==> src/sv/eeb_pkg.sv <==
`timescale 1ns / 1ps
// Shared types, microcode encoding and control store for the Bezout engine.
package eeb_pkg;

  localparam int PC_W = 3;
  localparam logic [PC_W-1:0] LAST_STEP = PC_W'(5);

  // Step addresses of the microprogram
  localparam logic [PC_W-1:0] STEP_WAIT = PC_W'(0);
  localparam logic [PC_W-1:0] STEP_TEST = PC_W'(1);
  localparam logic [PC_W-1:0] STEP_DINIT = PC_W'(2);
  localparam logic [PC_W-1:0] STEP_DIV = PC_W'(3);
  localparam logic [PC_W-1:0] STEP_UPD = PC_W'(4);
  localparam logic [PC_W-1:0] STEP_EMIT = PC_W'(5);

  typedef enum logic [2:0] {
    OP_LOAD,
    OP_TEST,
    OP_DIV_INIT,
    OP_DIV_STEP,
    OP_UPDATE,
    OP_EMIT
  } op_t;

  typedef enum logic [2:0] {
    COND_NEVER,
    COND_ALWAYS,
    COND_NO_INPUT,
    COND_R1_ZERO,
    COND_CNT_NZ,
    COND_OUT_BUSY
  } cond_t;

  typedef struct packed {
    op_t              op;
    cond_t            cond;
    logic [PC_W-1:0]  target;
  } ctrl_word_t;

  typedef struct packed {
    logic in_valid;
    logic r1_zero;
    logic cnt_nz;
    logic out_busy;
  } status_t;

  // Control store: jump to target when cond holds, else fall through.
  function automatic ctrl_word_t ucode_rom(input logic [PC_W-1:0] pc);
    ctrl_word_t w;
    unique case (pc)
      STEP_WAIT:  w = '{op: OP_LOAD,     cond: COND_NO_INPUT, target: STEP_WAIT};
      STEP_TEST:  w = '{op: OP_TEST,     cond: COND_R1_ZERO,  target: STEP_EMIT};
      STEP_DINIT: w = '{op: OP_DIV_INIT, cond: COND_NEVER,    target: STEP_WAIT};
      STEP_DIV:   w = '{op: OP_DIV_STEP, cond: COND_CNT_NZ,   target: STEP_DIV};
      STEP_UPD:   w = '{op: OP_UPDATE,   cond: COND_ALWAYS,   target: STEP_TEST};
      STEP_EMIT:  w = '{op: OP_EMIT,     cond: COND_OUT_BUSY, target: STEP_EMIT};
      default:    w = '{op: OP_TEST,     cond: COND_ALWAYS,   target: STEP_WAIT};
    endcase
    return w;
  endfunction

endpackage

==> src/sv/eeb_seq.sv <==
`timescale 1ns / 1ps
// Microcode sequencer: step counter, control store lookup and branch logic.
module eeb_seq (
  input  logic                clk,
  input  logic                rst,
  input  eeb_pkg::status_t    status,
  output eeb_pkg::ctrl_word_t ctrl
);
  import eeb_pkg::*;

  logic [PC_W-1:0] pc;
  logic [PC_W-1:0] pc_next;
  logic            take;

  assign ctrl = ucode_rom(pc);

  always_comb begin
    unique case (ctrl.cond)
      COND_NEVER:    take = 1'b0;
      COND_ALWAYS:   take = 1'b1;
      COND_NO_INPUT: take = !status.in_valid;
      COND_R1_ZERO:  take = status.r1_zero;
      COND_CNT_NZ:   take = status.cnt_nz;
      COND_OUT_BUSY: take = status.out_busy;
      default:       take = 1'b1;
    endcase
    if (take) begin
      pc_next = ctrl.target;
    end else if (pc == LAST_STEP) begin
      pc_next = STEP_WAIT;
    end else begin
      pc_next = pc + PC_W'(1);
    end
  end

  always_ff @(posedge clk) begin
    if (rst) begin
      pc <= STEP_WAIT;
    end else begin
      pc <= pc_next;
    end
  end

endmodule

==> src/sv/extended_euclid_bezout.sv <==
`timescale 1ns / 1ps
// Extended Euclid engine: gcd and Bezout coefficients of two positive operands.
// Each Euclid step is a restoring division, one quotient bit a cycle, with the
// coefficient products accumulated alongside. One item at a time; the next
// beat is taken once the result sits in the output register.
// Reset clears the sequencer and output valid; nothing else needs clearing.
module extended_euclid_bezout #(
  parameter int DATA_BITS = 32
) (
  input  logic               clk,
  input  logic               rst,
  input  logic               in_valid,
  output logic               in_ready,
  input  logic [30:0]        first_value,
  input  logic [30:0]        second_value,
  output logic               out_valid,
  input  logic               out_ready,
  output logic signed [31:0] coef_larger,
  output logic signed [31:0] coef_smaller,
  output logic [30:0]        gcd_value,
  output logic               operands_swapped
);
  import eeb_pkg::*;

  localparam int OPW   = (DATA_BITS - 1 < 31) ? DATA_BITS - 1 : 31;
  localparam int CNT_W = $clog2(OPW);

  ctrl_word_t ctrl;
  status_t    status;

  logic [OPW-1:0]       r2, r1;
  logic [DATA_BITS-1:0] x2, y2, x1, y1;
  logic [DATA_BITS-1:0] px, py;
  logic [OPW-1:0]       pr, dq;
  logic [CNT_W-1:0]     cnt;
  logic                 swapped;

  logic [OPW-1:0]       a_in, b_in;
  logic                 swap_in;
  logic [OPW:0]         shifted;
  logic [OPW+1:0]       diff;
  logic                 qbit;
  logic                 out_busy;
  logic                 emit_fire;
  logic [63:0]          x_ext, y_ext;

  eeb_seq u_seq (
    .clk    (clk),
    .rst    (rst),
    .status (status),
    .ctrl   (ctrl)
  );

  assign a_in    = first_value[OPW-1:0];
  assign b_in    = second_value[OPW-1:0];
  assign swap_in = a_in < b_in;

  assign in_ready  = ctrl.op == OP_LOAD;
  assign out_busy  = out_valid && !out_ready;
  assign emit_fire = (ctrl.op == OP_EMIT) && !out_busy;

  assign status.in_valid = in_valid;
  assign status.r1_zero  = r1 == '0;
  assign status.cnt_nz   = cnt != '0;
  assign status.out_busy = out_busy;

  // restoring division trial subtract
  assign shifted = {pr, dq[OPW-1]};
  assign diff    = {1'b0, shifted} - {2'b00, r1};
  assign qbit    = !diff[OPW+1];

  assign x_ext = 64'(x2);
  assign y_ext = 64'(y2);

  always_ff @(posedge clk) begin
    unique case (ctrl.op)
      OP_LOAD: begin
        if (in_valid) begin
          r2      <= swap_in ? b_in : a_in;
          r1      <= swap_in ? a_in : b_in;
          swapped <= swap_in;
          x2      <= DATA_BITS'(1);
          y2      <= '0;
          x1      <= '0;
          y1      <= DATA_BITS'(1);
        end
      end
      OP_TEST: begin
      end
      OP_DIV_INIT: begin
        pr  <= '0;
        dq  <= r2;
        px  <= '0;
        py  <= '0;
        cnt <= CNT_W'(OPW - 1);
      end
      OP_DIV_STEP: begin
        pr  <= qbit ? diff[OPW-1:0] : shifted[OPW-1:0];
        dq  <= {dq[OPW-2:0], qbit};
        // q*x1 and q*y1 built MSB first alongside the quotient
        px  <= (px << 1) + (qbit ? x1 : '0);
        py  <= (py << 1) + (qbit ? y1 : '0);
        cnt <= cnt - CNT_W'(1);
      end
      OP_UPDATE: begin
        x2 <= x1;
        y2 <= y1;
        r2 <= r1;
        x1 <= x2 - px;
        y1 <= y2 - py;
        r1 <= pr;
      end
      OP_EMIT: begin
        if (!out_busy) begin
          coef_larger      <= $signed(x_ext[31:0]);
          coef_smaller     <= $signed(y_ext[31:0]);
          gcd_value        <= 31'(r2);
          operands_swapped <= swapped;
        end
      end
      default: begin
      end
    endcase
  end

  always_ff @(posedge clk) begin
    if (rst) begin
      out_valid <= 1'b0;
    end else if (emit_fire) begin
      out_valid <= 1'b1;
    end else if (out_ready) begin
      out_valid <= 1'b0;
    end
  end

`ifndef SYNTH
  a_busy_after_accept: assert property (@(posedge clk) disable iff (rst)
    (in_valid && in_ready) |=> !in_ready)
    else $error("input taken again right after a beat");

  a_rem_ordered: assert property (@(posedge clk) disable iff (rst)
    (ctrl.op == OP_TEST) |-> (r1 <= r2))
    else $error("remainder rows out of order");

  a_partial_rem: assert property (@(posedge clk) disable iff (rst)
    (ctrl.op == OP_DIV_STEP) |-> (pr < r1))
    else $error("partial remainder not below divisor");

  a_valid_source: assert property (@(posedge clk) disable iff (rst)
    $rose(out_valid) |-> $past(ctrl.op == OP_EMIT))
    else $error("result raised outside emit step");
`endif

endmodule
==> config.mk <==
export PLATFORM = sky130hd
export DESIGN_NAME = extended_euclid_bezout
export DESIGN_NICKNAME = d
export VERILOG_FILES = /design/src/sv/eeb_pkg.sv /design/src/sv/eeb_seq.sv /design/src/sv/extended_euclid_bezout.sv
export SDC_FILE = /design/constraint.sdc
export NUM_CORES = 1
export LEC_CHECK = 0
export CORE_AREA = 3 3 271 273
export DETAILED_ROUTE_END_ITERATION = 6
export DIE_AREA = 0 0 274 276
export DONT_BUFFER_PORTS = 1
export SLEW_MARGIN = 40
export SYNTH_ARGS = -nofsm -noshare
export SYNTH_HDL_FRONTEND = slang
export SYNTH_SLANG_ARGS = --single-unit
==> constraint.sdc <==
create_clock -name clk -period 6.9 [get_ports clk]
set_clock_uncertainty 0.05 [all_clocks]
set_input_delay 1.38 -clock clk [delete_from_list [all_inputs] [get_ports clk]]
set_output_delay 1.38 -clock clk [all_outputs]
set_load 0.005 [all_outputs]
# [Word-level counts from Yosys, hierarchy flattened]
# Cells that the tools add are included.
[op_classes] addsub=7 order_cmp=1 eq_ne=14 n_mux=26 bitwise_logic=1 n_reduce_logical=17
[op_table] op="32-bit case mux with 2 select lines" n=6
[op_table] op="31-bit case mux with 2 select lines" n=4
[op_table] op="31-bit 2-to-1 mux" n=5
[op_table] op="32-bit 2-to-1 mux" n=4
[op_table] op="32-bit adder" n=2
[op_table] op="32-bit subtractor" n=2
[op_table] op="9-bit case mux with 6 select lines" n=1
[op_table] op="32-bit by 31-bit subtractor with 33-bit output" n=1
[op_table] op="31-bit zero test" n=1
[op_table] op="31-bit less-than comparator" n=1
[op_table] op="3-bit by 2-bit equality test with 1-bit output (second input constant)" n=6
[op_table] op="3-bit equality test (second input constant)" n=6
[op_table] op="5-bit case mux with 2 select lines" n=1
[op_table] op="3-bit zero test" n=3
[op_table] op="3-bit 2-to-1 mux" n=2
[op_table] op="2-bit AND reduction" n=3
[op_table] op="2-bit nonzero test" n=3
[op_table] op="1-bit case mux with 5 select lines" n=1
[op_table] op="5-bit nonzero test" n=1
[op_table] op="5-bit by 1-bit subtractor with 5-bit output (second input constant)" n=1
[op_table] op="1-bit zero test" n=4
[op_table] op="3-bit by 1-bit adder with 3-bit output (second input constant)" n=1
[op_table] op="3-bit by 1-bit equality test with 1-bit output (second input constant)" n=1
[op_table] op="1-bit logical AND" n=2
[op_table] op="3 further kinds" n=4
[totals] regBits=422 inputBits=66 output_inout_bits=98 wordCells=84

# [Logic depth before layout (Yosys ltp)]
[logic_depth] word_depth=5 mapped_depth=25 mapped_depth_nobuf=23

# [Cells and area by module]
# From an unflattened synthesis, not the netlist that was laid out.
[unflattened] cells_unflattened=2690 area_unflattened_um2=26535.4
[modules_own_cells] module="extended_euclid_bezout" n_inst=1 cells_each=2652 area_each_um2=26235.2 seq_area_each_um2=12572.1
[modules_own_cells] module="eeb_seq" n_inst=1 cells_each=38 area_each_um2=300.3 seq_area_each_um2=60.1

# [Worst setup path after synthesis]
# Ideal clock, no wire load.
[synth_timing] path_kind="flip-flop to flip-flop" from="register r1[0]" to="register py[29], data pin" setup_time_ns=0.266 t_arrival_ns=5.019 required_time_ns=6.584 setup_slack_ns=1.565 stages_incl_launch_ff=24 path_buffers=2 synth_period_minus_slack_ns=5.335 path_cell_list="edfxtp_1 ha_1 fa_1 nor2b_1 o31ai_1 a211o_1 a21boi_2 a31oi_1 a21bo_2 o211ai_1 buf_2 clkbuf_1 and2_1 ha_1 a211oi_1 nor2_1 o41ai_1 nand3b_1 o211ai_1 a31oi_1 a311o_1 a21oi_1 xor2_1 nor2_1"
[synth_between] elab_chain_cells=4
[synth_rtl] element="start, declared" line_no="extended_euclid_bezout.sv:31" rtl="logic [OPW-1:0] r2, r1;"
[synth_rtl] element="start signal, assigned" line_no="extended_euclid_bezout.sv:80" rtl="r1 <= swap_in ? a_in : b_in;"
[synth_rtl] element="start signal, assigned" line_no="extended_euclid_bezout.sv:111" rtl="r1 <= pr;"
[synth_rtl] element="32-bit by 31-bit subtractor with 33-bit output" line_no="extended_euclid_bezout.sv:69" rtl="assign diff = {1'b0, shifted} - {2'b00, r1};"
[synth_rtl] element="32-bit 2-to-1 mux" line_no="extended_euclid_bezout.sv:102" rtl="py <= (py << 1) + (qbit ? y1 : '0);"
[synth_rtl] element="32-bit adder" line_no="extended_euclid_bezout.sv:102"
[synth_rtl] element="32-bit case mux with 2 select lines" line_no="extended_euclid_bezout.sv:76" rtl="unique case (ctrl.op)"
[synth_rtl] element="end signal, assigned" line_no="extended_euclid_bezout.sv:102"
[synth_rtl] element="end, declared" line_no="extended_euclid_bezout.sv:33" rtl="logic [DATA_BITS-1:0] px, py;"
# Every way passes these cells.
# A chain may end at the register's enable or synchronous reset.

# [Worst setup path in the final report]
[layout_timing] from="register r1[0]" to="register py[31], data pin"
# Same word-level chain as after synthesis.

==> qor.yml <==
placed_design:
  routabilityCongestion: 0.878
  portBuffers: 0
  hpwl_after_detailed_placement_um: 41500
  cell_area_reported_after_detailed_placement_um2: 25900
pwr:
  leakage_uw: 0.0110
  ir_drop_mv: 0.273
  power.density_nw_per_um2: 493
  total_power_uw: 13500
die:
  area_enclosed_by_the_die_boundary_um2: 75600
  die_width_um: 274
  start_util_pct: 34.8
  die_h_um: 276
  pin_count: 164
  rows: 98
  fp.coreArea_um2: 71400
drt:
  remaining_drc_errors: 0
  drt-total-wl_um: 59500
  routedLengthMet1_um: 27600
  first_pass_iters: 6
  drtAntennaViolNets: 0
  post_drt_via_cell_ratio: 5.19
  detailedRoute.firstIterationViolations: 1076
  detailroute.via_count: 17200
  route.met3.wl_um: 3340
  route.detailed.wl_per_inst_um: 17.9
  route.met2.wl_um: 27200
  top_signal_layer_used: "met4"
cts:
  worst_setup_hold_path_clk_slew_ps: 60
  tritoncts_clock_tree: "done"
  cts_setup_buffers: 0
  cts_max_level: 2
  ctsRootBufferMaster: "sky130_fd_sc_hd__clkbuf_16"
  number_of_buffers_added_by_the_clock_tree_synthesis_step: 47
  cts_resized: 0
  clock_sinks: 422
  cts.hold.buffers_added: 0
  clock_latency_ps: 570
  clock_tree_buffer_depth: 3
timing:
  rsz0062_at_grt: "no"
  slew_viol_final: 0
  fin_crit_ps: 6180
  tightestPinTransition_ps: 826
  finalSetupViolations: 0
  post-route-period-util_pct: 89.6
  fmax_ghz: 0.162
  hold_viol: 0
  timing.setup.tns_ps: 0
  slew_headroom_pct: 44.5
synth:
  syn_area_um2: 24800
  synth_fp_nets: 2612
  synth_seq_cells: 422
  synth_cells: 2356
  synth_seq_area_share_pct: 50.9
  synth_edf_count: 418
  synth-async-reset-ratio_pct: 0
  synth_cell_type_count: 73
  yosys_most_used_dff: "sky130_fd_sc_hd__edfxtp_1"
  synth_area_per_cell_um2: 10.5
  yosys_warnings: 0
layout:
  fin_nets: 2594
  seq_area_um2: 12600
  stdcell_area_um2: 27500
  layout-drive-gt1-share_pct: 4.47
  mostFrequentLayoutCells: "418 x sky130_fd_sc_hd__edfxtp_1, 265 x sky130_fd_sc_hd__nand2_1, 185 x sky130_fd_sc_hd__ha_1"
  area_of_combinational_cells_with_multiple_inputs_um2: 11300
  antennaDiodeCount: 0
  layout-area-overhead-vs-synth_pct: 10.7
  n_fill_cell: 6946
  mostFrequentLayoutCell: "sky130_fd_sc_hd__edfxtp_1"
run:
  maxCapViolations: 0
worst_setup_path:
  worst_ep_arrival_time_ps: 6440
  critical_path.cell_chain: "ha_1 -> fa_1 -> nor2b_1 -> o31ai_1 -> a211o_1 -> a21boi_2 -> a31oi_1 -> a21bo_2 -> o211ai_1 -> buf_12 -> and2_1 -> ha_1 -> fa_1 -> a21oi_1 -> o21ai_0 -> o31a_1 -> o211ai_1 -> a2111oi_1 -> or3b_1 -> a31oi_1 -> xnor3_1 -> nor2_1"
  timing.setup.critical_path_class: "reg -> reg"
  critical_path.startpoint_type: "flop"
  crit_required_ps: 7160
  critPathMaxFanout: 77
  crit_path_end_kind: "flop"
  cp_max_stage_delay_ps: 600
  library_cell_contributing_the_largest_single_delay_on_the_critical_path: "sky130_fd_sc_hd__a2111oi_1"
global_routing:
  globalRouteOverflowTotal: 0
  first_pass_grt_wire_length_um: 94000
  antenna_violations_before_repair: 1
  via_count_of_the_first_global_routing_pass: 17300
  grt_start_max_net_pins: 200
  globalRouteTotalUtil_pct: 15.4
run_status:
  result_of_the_run: "complete, no violations"
min_path:
  hold_path_class: "reg -> reg"
## layer usage
metal | up-vias | GRT usage [%]
met2 | 349 | 25.0
met3 | 87 | 3.54
met1 | 8341 | 20.7
li1 | 8468 | -
met5 | - | 0
met4 | 0 | 4.25
## sequential cells by signal (all words and copies together) (netlist names), 2 cells and up, named ones only
signal / cells
x1: 32
dq: 31
pr: 31
py: 32
y1: 32
r1: 31
gcd_value: 31
coef_smaller: 32
x2: 32
r2: 31
px: 32
coef_larger: 32
u_seq.pc: 2
y2: 32
cnt: 5
## area by class of cell
class                   count  share of cell area [%]
clock inverters            30                    1.29
well taps                 950                    4.33
multi-input cells        1692                    41.2
repair buffers             11                   0.583
flip-flops and latches    422                    46.0
inverters                 164                    2.25
clock buffers              54                    4.38
## metrics by stage
| stage | utilization [%] | hold WS [ps] | cells | worst slack, ps |
|---|---|---|---|---|
| after floorplan | - | 350 | 2356 | 1560 |
| after global placement | 36.2 | 390 | 3238 | 918 |
| after detailed placement | 36.3 | 383 | 3238 | 753 |
| after CTS | 38.5 | 398 | 3322 | 722 |
| after global routing | 38.5 | 412 | 3323 | 231 |
| final | 38.5 | 396 | 3323 | 719 |
## worst paths after layout
check	start	to	slack [ps]	depth (start not counted)
worst max-delay path	r1[0]$_DFFE_PP_	py[31]$_SDFFCE_PN0P_	720	22
worst min-delay path	r2[23]$_DFFE_PP_	gcd_value[23]$_DFFE_PP_	400	0
worst max register to register	r1[0]$_DFFE_PP_	py[31]$_SDFFCE_PN0P_	720	22
worst min register to register	r2[23]$_DFFE_PP_	gcd_value[23]$_DFFE_PP_	400	0
## worst max-delay path: cells and delay by family (launching register included)
kind,cells,cell delay (ps)
fa+ha+maj,4,1040
buf+inv,1,310
xor+xnor,1,200
simple gates,4,620
compound gates,12,3180
flops,1,430
## Yosys cell counts, drive strengths merged (3+ instances only)
library cell    n  area (um^2)
nand2         267         1000
a2111oi         3         27.5
o211ai          4         30.0
ha            185         2310
o31a            6         52.6
xor2           44          385
a21oi         147          739
o31ai          17          128
and2          132          826
a211o           3         26.3
inv           164          616
clkbuf         62          233
fa              5          100
a311o           3         30.0
nor4            7         43.8
nand3b          3         22.5
nor2          167          627
nor3           42          210
a21boi          7         56.3
o41ai           3         52.6
a221oi          3         26.3
dfxtp           4         80.1
a31oi          20          125
or2             9         56.3
xnor2          68          596
or3b            3         26.3
nand4          25          156
nand2b         26          163
edfxtp        418        12600
a21o           82          616
nor2b          22          138
nor3b           6         45.0
a211oi         30          225
mux2i          68          681
and3           14         87.6
and4            4         35.0
o311a           4         51.3
nand3          34          170
o21bai         13         97.6
buf            16         78.8
or3            12         75.1
o21a           26          195
o21ai         151          756
a2111o          3         33.8
## cells by family after synthesis
logic type | synth area share, %
buffers and inverters | 3.74
XOR/XNOR | 4.04
AND/OR/NAND/NOR | 15.0
flip-flops | 50.9
AO/OA/AOI/OAI | 13.8
multiplexers | 2.74
adder cells (fa/ha/maj) | 9.73
## power breakdown
group / switching [uW] / leakage, uW / internal (uW) / total [uW]
combinational: 3850 / 0.00628 / 2480 / 6330
clock: 1040 / 0.000755 / 1540 / 2590
sequential: 529 / 0.00399 / 4090 / 4620
(Power assumes the default switching activity.)
